<file path="src/rtl/lookahead_token_recognizer_macros.svh">
// assertion macros for the lookahead token recognizer
`ifndef LOOKAHEAD_TOKEN_RECOGNIZER_MACROS_SVH
`define LOOKAHEAD_TOKEN_RECOGNIZER_MACROS_SVH

`ifndef SYNTHESIS
// same-cycle implication, checked at every rising edge outside reset
`define LTR_ASSERT_NOW(lbl, clk, rst_n, ante, cons) \
  lbl: assert property (@(posedge clk) disable iff (!rst_n) (ante) |-> (cons)) \
    else $error("lookahead token recognizer check failed");
// next-cycle implication, checked at every rising edge outside reset
`define LTR_ASSERT_NEXT(lbl, clk, rst_n, ante, cons) \
  lbl: assert property (@(posedge clk) disable iff (!rst_n) (ante) |=> (cons)) \
    else $error("lookahead token recognizer check failed");
`else
`define LTR_ASSERT_NOW(lbl, clk, rst_n, ante, cons)
`define LTR_ASSERT_NEXT(lbl, clk, rst_n, ante, cons)
`endif

`endif

</file>
<file path="src/rtl/ltr_pkg.sv">
// shared types, codes and character classes of the lookahead token recognizer
`timescale 1ns / 1ps

package ltr_pkg;

  // scan modes
  localparam logic [1:0] MODE_DECL = 2'd0;
  localparam logic [1:0] MODE_STAR = 2'd1;
  localparam logic [1:0] MODE_NONE = 2'd2;

  // scan phases
  localparam logic [1:0] PH_SKIP1 = 2'd0;
  localparam logic [1:0] PH_IDENT = 2'd1;
  localparam logic [1:0] PH_SKIP2 = 2'd2;

  // comment tracking states
  localparam logic [2:0] CS_PLAIN = 3'd0;
  localparam logic [2:0] CS_DASH  = 3'd1;
  localparam logic [2:0] CS_LINE  = 3'd2;
  localparam logic [2:0] CS_SLASH = 3'd3;
  localparam logic [2:0] CS_BLOCK = 3'd4;
  localparam logic [2:0] CS_BSTAR = 3'd5;

  // character codes
  localparam logic [7:0] CH_STAR  = 8'h2A;
  localparam logic [7:0] CH_COMMA = 8'h2C;
  localparam logic [7:0] CH_COLON = 8'h3A;
  localparam logic [7:0] CH_DASH  = 8'h2D;
  localparam logic [7:0] CH_SLASH = 8'h2F;
  localparam logic [7:0] CH_UNDER = 8'h5F;
  localparam logic [7:0] CH_LF    = 8'h0A;
  localparam logic [7:0] CH_CR    = 8'h0D;
  localparam logic [7:0] CH_SP    = 8'h20;
  localparam logic [7:0] CH_TAB   = 8'h09;

  // one input beat
  typedef struct packed {
    logic       at_end;
    logic [7:0] char_code;
    logic [1:0] mode;
    logic       start_req;
  } item_t;

  // one result beat
  typedef struct packed {
    logic [1:0] token_kind;
    logic       matched;
  } result_t;

  // scan state seen from outside the scanner
  typedef struct packed {
    logic       active;
    logic [1:0] mode;
    logic [1:0] phase;
  } scan_status_t;

  function automatic logic id_first(input logic [7:0] c);
    return (c >= 8'h61 && c <= 8'h7A) || (c >= 8'h41 && c <= 8'h5A) || (c == CH_UNDER);
  endfunction

  function automatic logic id_rest(input logic [7:0] c);
    return id_first(c) || (c >= 8'h30 && c <= 8'h39);
  endfunction

endpackage

</file>
<file path="src/rtl/lookahead_token_recognizer.sv">
// Lookahead token recognizer, top level
// Takes one character per beat on the slave stream: tdata carries the byte,
// tuser carries start_req, mode and at_end. A start beat opens a scan in
// declarator, same-line star or none mode; blanks, newlines, line comments
// and block comments are skipped. When a scan decides, one beat leaves on
// the master stream with the match flag in tdata and the mode in tuser.
// Beats that arrive while no scan is open give no result.
// Path: an accepted beat is held in the input register, judged there
// against the scan state, and its result is written to the result register.
// Throughput: one character per cycle while no deciding beat is stalled;
// the per-character step is a single pass of state logic between the
// input register and the result register. Stall: the input register keeps
// accepting while a result waits, until it holds a beat that would decide;
// that beat waits for a free result register; beats deciding nothing flow.
// Reset: clears the input and result valid flags and returns the scanner
// to idle, with no scan open.
`timescale 1ns / 1ps
`include "lookahead_token_recognizer_macros.svh"

module lookahead_token_recognizer
  import ltr_pkg::*;
(
  input  logic       clk_i,
  input  logic       rst_ni,
  input  logic       s_axis_tvalid_i,
  output logic       s_axis_tready_o,
  input  logic [7:0] s_axis_tdata_i,   // [7:0] char_code
  input  logic [3:0] s_axis_tuser_i,   // [0] start_req, [2:1] mode, [3] at_end
  output logic       m_axis_tvalid_o,
  input  logic       m_axis_tready_i,
  output logic [7:0] m_axis_tdata_o,   // [0] matched, [7:1] zero
  output logic [1:0] m_axis_tuser_o    // [1:0] token_kind
);

  logic         in_valid_q;
  item_t        in_q;
  logic         step_en;
  logic         res_valid;
  result_t      res;
  logic         out_free;
  scan_status_t status;

  // step the scanner unless a decision would find the result slot full
  assign step_en         = in_valid_q && (!res_valid || out_free);
  assign s_axis_tready_o = !in_valid_q || step_en;

  // input register
  always_ff @(posedge clk_i or negedge rst_ni) begin
    if (!rst_ni) begin
      in_valid_q <= 1'b0;
    end else if (s_axis_tready_o) begin
      in_valid_q <= s_axis_tvalid_i;
    end
  end

  always_ff @(posedge clk_i) begin
    if (s_axis_tready_o && s_axis_tvalid_i) begin
      in_q.start_req <= s_axis_tuser_i[0];
      in_q.mode      <= s_axis_tuser_i[2:1];
      in_q.at_end    <= s_axis_tuser_i[3];
      in_q.char_code <= s_axis_tdata_i;
    end
  end

  ltr_scan u_scan (
    .clk_i       (clk_i),
    .rst_ni      (rst_ni),
    .step_en_i   (step_en),
    .item_i      (in_q),
    .res_valid_o (res_valid),
    .res_o       (res),
    .status_o    (status)
  );

  ltr_out_reg u_out (
    .clk_i           (clk_i),
    .rst_ni          (rst_ni),
    .wr_en_i         (step_en && res_valid),
    .wr_data_i       (res),
    .free_o          (out_free),
    .m_axis_tvalid_o (m_axis_tvalid_o),
    .m_axis_tready_i (m_axis_tready_i),
    .m_axis_tdata_o  (m_axis_tdata_o),
    .m_axis_tuser_o  (m_axis_tuser_o)
  );

  // a decision never overwrites a result still waiting
  `LTR_ASSERT_NOW(a_no_overwrite, clk_i, rst_ni, step_en && res_valid, out_free)
  // a decided scan closes
  `LTR_ASSERT_NEXT(a_decide_closes, clk_i, rst_ni, step_en && res_valid, !status.active)
  // only declarator scans leave the first skip phase
  `LTR_ASSERT_NOW(a_phase_mode, clk_i, rst_ni, status.active && status.phase != PH_SKIP1,
                  status.mode == MODE_DECL)
  // a decision puts a beat on the master side
  `LTR_ASSERT_NEXT(a_result_shown, clk_i, rst_ni, step_en && res_valid, m_axis_tvalid_o)

endmodule

</file>
<file path="src/rtl/ltr_scan.sv">
// scan state registers and the per-character step logic
`timescale 1ns / 1ps

module ltr_scan
  import ltr_pkg::*;
(
  input  logic         clk_i,
  input  logic         rst_ni,
  input  logic         step_en_i,
  input  item_t        item_i,
  output logic         res_valid_o,
  output result_t      res_o,
  output scan_status_t status_o
);

  logic       active_q, active_d;
  logic [1:0] mode_q, mode_d;
  logic [1:0] phase_q, phase_d;
  logic [2:0] cs_q, cs_d;
  logic       nl_q, nl_d;

  logic       decide;
  logic       match;
  logic       do_skip;
  logic       do_judge;
  logic [7:0] c;
  logic       eof;

  assign c   = item_i.char_code;
  assign eof = item_i.at_end;

  // next state and decision for the item in the input register
  always_comb begin
    active_d = active_q;
    mode_d   = mode_q;
    phase_d  = phase_q;
    cs_d     = cs_q;
    nl_d     = nl_q;
    decide   = 1'b0;
    match    = 1'b0;
    do_skip  = 1'b0;
    do_judge = 1'b0;

    // start beat restarts the scan, mode three folds into none
    if (item_i.start_req) begin
      active_d = 1'b1;
      mode_d   = item_i.mode[1] ? MODE_NONE : item_i.mode;
      phase_d  = PH_SKIP1;
      cs_d     = CS_PLAIN;
      nl_d     = 1'b0;
    end

    if (active_d) begin
      if (mode_d == MODE_NONE) begin
        decide = 1'b1;
      end else begin
        do_skip = 1'b1;
        // identifier body
        if (mode_d == MODE_DECL && phase_d == PH_IDENT) begin
          if (eof) begin
            decide  = 1'b1;
            do_skip = 1'b0;
          end else if (id_rest(c)) begin
            do_skip = 1'b0;
          end else begin
            phase_d = PH_SKIP2;
            cs_d    = CS_PLAIN;
          end
        end

        // blank and comment skipping
        if (do_skip) begin
          if (eof) begin
            decide = 1'b1;
          end else begin
            unique case (cs_d) inside
              CS_DASH: begin
                if (c == CH_DASH) begin
                  cs_d = CS_LINE;
                end else begin
                  cs_d     = CS_PLAIN;
                  do_judge = 1'b1;
                end
              end
              CS_LINE: begin
                if (c == CH_LF) begin
                  nl_d = 1'b1;
                  cs_d = CS_PLAIN;
                end
              end
              CS_SLASH: begin
                if (c == CH_STAR) begin
                  cs_d = CS_BLOCK;
                end else begin
                  cs_d     = CS_PLAIN;
                  do_judge = 1'b1;
                end
              end
              CS_BLOCK, CS_BSTAR: begin
                if (cs_d == CS_BSTAR && c == CH_SLASH) begin
                  cs_d = CS_PLAIN;
                end else begin
                  if (c == CH_LF || c == CH_CR) begin
                    nl_d = 1'b1;
                  end
                  cs_d = (c == CH_STAR) ? CS_BSTAR : CS_BLOCK;
                end
              end
              default: begin
                cs_d = CS_PLAIN;
                if (c == CH_LF || c == CH_CR) begin
                  nl_d = 1'b1;
                end else if (c == CH_SP || c == CH_TAB) begin
                  cs_d = CS_PLAIN;
                end else if (c == CH_DASH) begin
                  cs_d = CS_DASH;
                end else if (c == CH_SLASH) begin
                  cs_d = CS_SLASH;
                end else begin
                  do_judge = 1'b1;
                end
              end
            endcase
          end
        end

        // judge the first character after a skip
        if (do_judge) begin
          if (mode_d == MODE_STAR) begin
            decide = 1'b1;
            match  = (c == CH_STAR) && !nl_d;
          end else if (phase_d == PH_SKIP1) begin
            if (id_first(c)) begin
              phase_d = PH_IDENT;
            end else begin
              decide = 1'b1;
            end
          end else begin
            decide = 1'b1;
            match  = (c == CH_COMMA) || (c == CH_COLON);
          end
        end
      end

      if (decide) begin
        active_d = 1'b0;
      end
    end
  end

  assign res_valid_o      = decide;
  assign res_o.matched    = match;
  assign res_o.token_kind = mode_d;

  assign status_o.active = active_q;
  assign status_o.mode   = mode_q;
  assign status_o.phase  = phase_q;

  // scan state
  always_ff @(posedge clk_i or negedge rst_ni) begin
    if (!rst_ni) begin
      active_q <= 1'b0;
      mode_q   <= MODE_DECL;
      phase_q  <= PH_SKIP1;
      cs_q     <= CS_PLAIN;
      nl_q     <= 1'b0;
    end else if (step_en_i) begin
      active_q <= active_d;
      mode_q   <= mode_d;
      phase_q  <= phase_d;
      cs_q     <= cs_d;
      nl_q     <= nl_d;
    end
  end

endmodule

</file>
<file path="src/rtl/ltr_out_reg.sv">
// result register driving the master-side stream
`timescale 1ns / 1ps

module ltr_out_reg
  import ltr_pkg::*;
(
  input  logic       clk_i,
  input  logic       rst_ni,
  input  logic       wr_en_i,
  input  result_t    wr_data_i,
  output logic       free_o,
  output logic       m_axis_tvalid_o,
  input  logic       m_axis_tready_i,
  output logic [7:0] m_axis_tdata_o,  // [0] matched, [7:1] zero
  output logic [1:0] m_axis_tuser_o   // [1:0] token_kind
);

  logic    valid_q;
  result_t data_q;

  // slot can take a new beat when empty or draining this cycle
  assign free_o = !valid_q || m_axis_tready_i;

  always_ff @(posedge clk_i or negedge rst_ni) begin
    if (!rst_ni) begin
      valid_q <= 1'b0;
    end else if (free_o) begin
      valid_q <= wr_en_i;
    end
  end

  // payload
  always_ff @(posedge clk_i) begin
    if (free_o && wr_en_i) begin
      data_q <= wr_data_i;
    end
  end

  assign m_axis_tvalid_o = valid_q;
  assign m_axis_tdata_o  = {7'b0, data_q.matched};
  assign m_axis_tuser_o  = data_q.token_kind;

endmodule
</file>
<file path="config.mk">
export PLATFORM = sky130hd
export DESIGN_NAME = lookahead_token_recognizer
export DESIGN_NICKNAME = d
export VERILOG_FILES = /design/src/rtl/ltr_pkg.sv /design/src/rtl/lookahead_token_recognizer.sv /design/src/rtl/ltr_scan.sv /design/src/rtl/ltr_out_reg.sv
export VERILOG_INCLUDE_DIRS = /design/src /design/src/rtl
export SDC_FILE = /design/constraint.sdc
export NUM_CORES = 1
export LEC_CHECK = 0
export BUFFER_PORTS_ARGS = -buffer_cell sky130_fd_sc_hd__buf_2
export CAP_MARGIN = 20
export CORE_UTILIZATION = 45
export DETAILED_ROUTE_END_ITERATION = 10
export PLACE_DENSITY = 0.66
export SYNTH_ARGS = -nofsm -noshare
export SYNTH_HDL_FRONTEND = slang
export SYNTH_SLANG_ARGS = --single-unit
</file>
<file path="constraint.sdc">
create_clock -name clk_i -period 5.85 [get_ports clk_i]
set_clock_uncertainty 0.2 [all_clocks]
set_input_delay 0.2925 -clock clk_i [delete_from_list [all_inputs] [get_ports clk_i]]
set_output_delay 0.2925 -clock clk_i [all_outputs]
set_load 0.01 [all_outputs]
</file>
==> flow_summary.toml <==
[outcome]
status = "completed"

[yosys]
ys_seq_elements = 26
synth_top_family_by_area = "compound AO/OA/AOI/OAI gates"
synth_enable_flop_cells = 15
async_reset_ff_share_pct = 42.31
synth_compound_area_share_pct = 24.10
syn_inst = 168
synthMuxAreaShare_pct = 2.463
synthFlopType = "edfxtp_1"
synth_area_um2 = 1677
synth_fa_ha_area_share_pct = 0
synth-xor-area-share_pct = 0
ys_seq_area_share_pct = 43.28
synth_cell_types = 56
syn_area_per_cell_um2 = 9.980
yosys.area_share.simple_pct = 22.69
ys.warnings.count = 0

[cts]
cts_root_buf = "clkbuf_8"
clk_latency_ns = 0.27
clock_sinks = 26
ctsResizeCount = 0
cts_inserted_buffers = 3
cts_setup_buffers = 0
cts.clk_slew.worst_paths_ns = 0.08
cts_tree = "done"
cts_hold_buf = 11
clk_path_buf_depth = 2
ctsHtreeMaxLevel = 1

[worst_hold_path]
holdPathStages = 1
hold_start = "s_axis_tdata_i[2]"
hp-class = "in2reg"
whs_endpoint = "in_q[5]$_DFFE_PP_"

[cells_and_area]
antenna_cells = 0
fill_cells = 303
final_cell_mix = "nor2_1 (21), buf_2 (20), edfxtp_1 (15)"
syn_to_final_growth_pct = 15.15
final_common_cell = "nor2_1"
design_area_um2 = 1931
fin_nets = 212
drive_gt1_share_pct = 20.00

[setup_path]
worstReg2RegEnd = "in_q[3]$_DFFE_PP_"
cp-start-kind = "flip-flop"
arrival_ns = 3.12
end_kind = "flip-flop"
r2r-start = "in_q[0]$_DFFE_PP_"
path_max_fanout = 17
crit_required_ns = 5.63
r2r_slack_ns = 2.50
startpoint = "in_q[0]$_DFFE_PP_"
path_class = "reg2reg"
reg2reg_depth = 8

[placed_design]
pre_cts_slack_ns = 2.086
io_buffers = 20
gp_congestion = 0.8134
hpwlAfterDp_mm = 2.663
dpl_cell_area_um2 = 1758

[detailed_routing]
drt_iter0_drc = 99
num_vias = 1385
ant_nets = 0
first_pass_iters = 5
post_drt_wl_per_cell_um = 15.07
routed_wl_mm = 3.632
vias_per_cell = 5.747
drc = 0

[timing]
maxSlewHeadroom_pct = 63.69
finalHoldViolCount = 0
worst_pin_slew_ns = 0.5427
drv_slew = 0
setup_tns_ns = 0
fin_crit_ns = 3.345
max_freq_mhz = 298.9
layout_setup_ws_ns = 2.505
finalCritPeriodShare_pct = 57.18
setup_viol = 0
rsz0062_at_grt = "no"

[floorplan]
die_h_um = 63.04
rows = 21
die_w_um = 63.04
io_pins = 28
core_um2 = 3442
die_area_um2 = 3974
start_util_pct = 48.71

[pwr]
clockPowerShare_pct = 24.7
p_leak_nw = 0.7621
seqPwrFrac_pct = 56.2
switching_share_pct = 27.68
power.internal_mw = 0.2947
powerDensity_nw_per_um2 = 211.1
power_mw = 0.4075
vdd_drop_max_mv = 0.1647
p_switching_mw = 0.1128
comb_power_share_pct = 19.1

[run]
maxCapViolations = 0

[global_route]
grt_overflow = 0
track_usage_pct = 19.37
grt_pass1_vias = 1266
antenna_found_initial = 0
grt_max_degree = 18
grt_pass1_wl_mm = 5.913
cell usage after synthesis (all sizes together), types with 2 or more instances:
master  instances  share of area [%]
a211oi          2               0.90
a21boi          2               0.90
a21oi           7                2.1
a22o            3                1.6
a31oi           3                1.1
a32o            3                1.8
and4b           2                1.2
buf            12                5.0
clkbuf          4               0.90
dfrtp          11                 16
edfxtp         15                 27
inv             6                1.3
mux2            3                2.5
nand2           8                1.8
nand2b          2               0.75
nand3           7                2.1
nand4b          2                1.0
nor2           22                5.4
nor2b           5                1.9
nor3            6                2.1
nor3b           2                1.2
nor4            3                1.1
o211ai          3                2.2
o21ai           7                2.1
o21bai          2               0.90
o221ai          2                1.0
o41ai           2                2.2
or3             2               0.75
logic make-up (layout without fill, tap and decap cells):
group | count (synthesis) | in the layout
compound gates | 48 | 48
buf+inv | 22 | 43
flops | 26 | 26
mux | 3 | 3
other cells | 1 | 7
simple gates | 68 | 68
critical path, cell delays in order (launching register included):
cell       delay (ns)
edfxtp_1         0.60
nor2_1           0.22
nand3_1          0.33
o2111ai_2        0.25
o211ai_1         0.22
a311oi_4         0.47
nor2_1           0.17
a31oi_1          0.33
buf_4            0.25
final cells by class:
cell class,instances,area (µm²),share of cell area [%]
Multi-Input combinational cell,126,852.1,44.13
Timing Repair Buffer,33,227.7,11.80
Clock buffer,4,45.04,2.333
Sequential cell,26,725.7,37.59
Inverter,6,22.52,1.167
Tap cell,46,57.56,2.981
sequential cells by signal, indices dropped and copies added (netlist names):
register and flops:
u_scan.nl_q 1, u_out.m_axis_tuser_o 2, in_q 12, u_scan.phase_q 2, u_scan.active_q 1, in_valid_q 1, u_scan.cs_q 3, u_out.m_axis_tvalid_o 1
u_scan.mode_q 2, u_out.m_axis_tdata_o 1
power by group through the flow:
| stage | sequential, mW | combinational, mW | clock (mW) |
|---|---|---|---|
| 2_1_floorplan | 0.225 | 0.0609 | 0 |
| 3_3_place_gp | 0.232 | 0.0689 | 0 |
| 3_5_place_dp | 0.232 | 0.0698 | 0 |
| 4_1_cts | 0.228 | 0.0756 | 0.102 |
| 5_1_grt | 0.231 | 0.0855 | 0.109 |
| 6_report | 0.229 | 0.0779 | 0.101 |
metrics by stage:
step	utilization (%)	instances	hold slack, ns
3_5_place_dp	51.07	224	-0.02247
6_report	56.09	241	0.01233
5_1_grt	56.09	241	0.01134
3_3_place_gp	51.07	224	-0.02808
2_1_floorplan	-	174	-0.2031
4_1_cts	55.58	239	0.003938
layer usage:
| metal | up-vias | wire length (µm) | GRT usage [%] |
|---|---|---|---|
| met5 | - | 0 | 0 |
| met4 | 0 | 68 | 7.267 |
| met3 | 6 | 147 | 2.920 |
| met2 | 54 | 1793 | 32.93 |
| met1 | 649 | 1622 | 24.59 |
| li1 | 676 | - | - |
worst max path at each step:
stage	end	slack, ns
CTS	in_q[7]$_DFFE_PP_	2.04
detailed placement	in_q[7]$_DFFE_PP_	2.09
global route	in_q[10]$_DFFE_PP_	2.31
finish	in_q[3]$_DFFE_PP_	2.50
global placement	in_q[5]$_DFFE_PP_	2.21
floorplan	in_q[0]$_DFFE_PP_	2.64
Power figures use the tool's default switching activity.
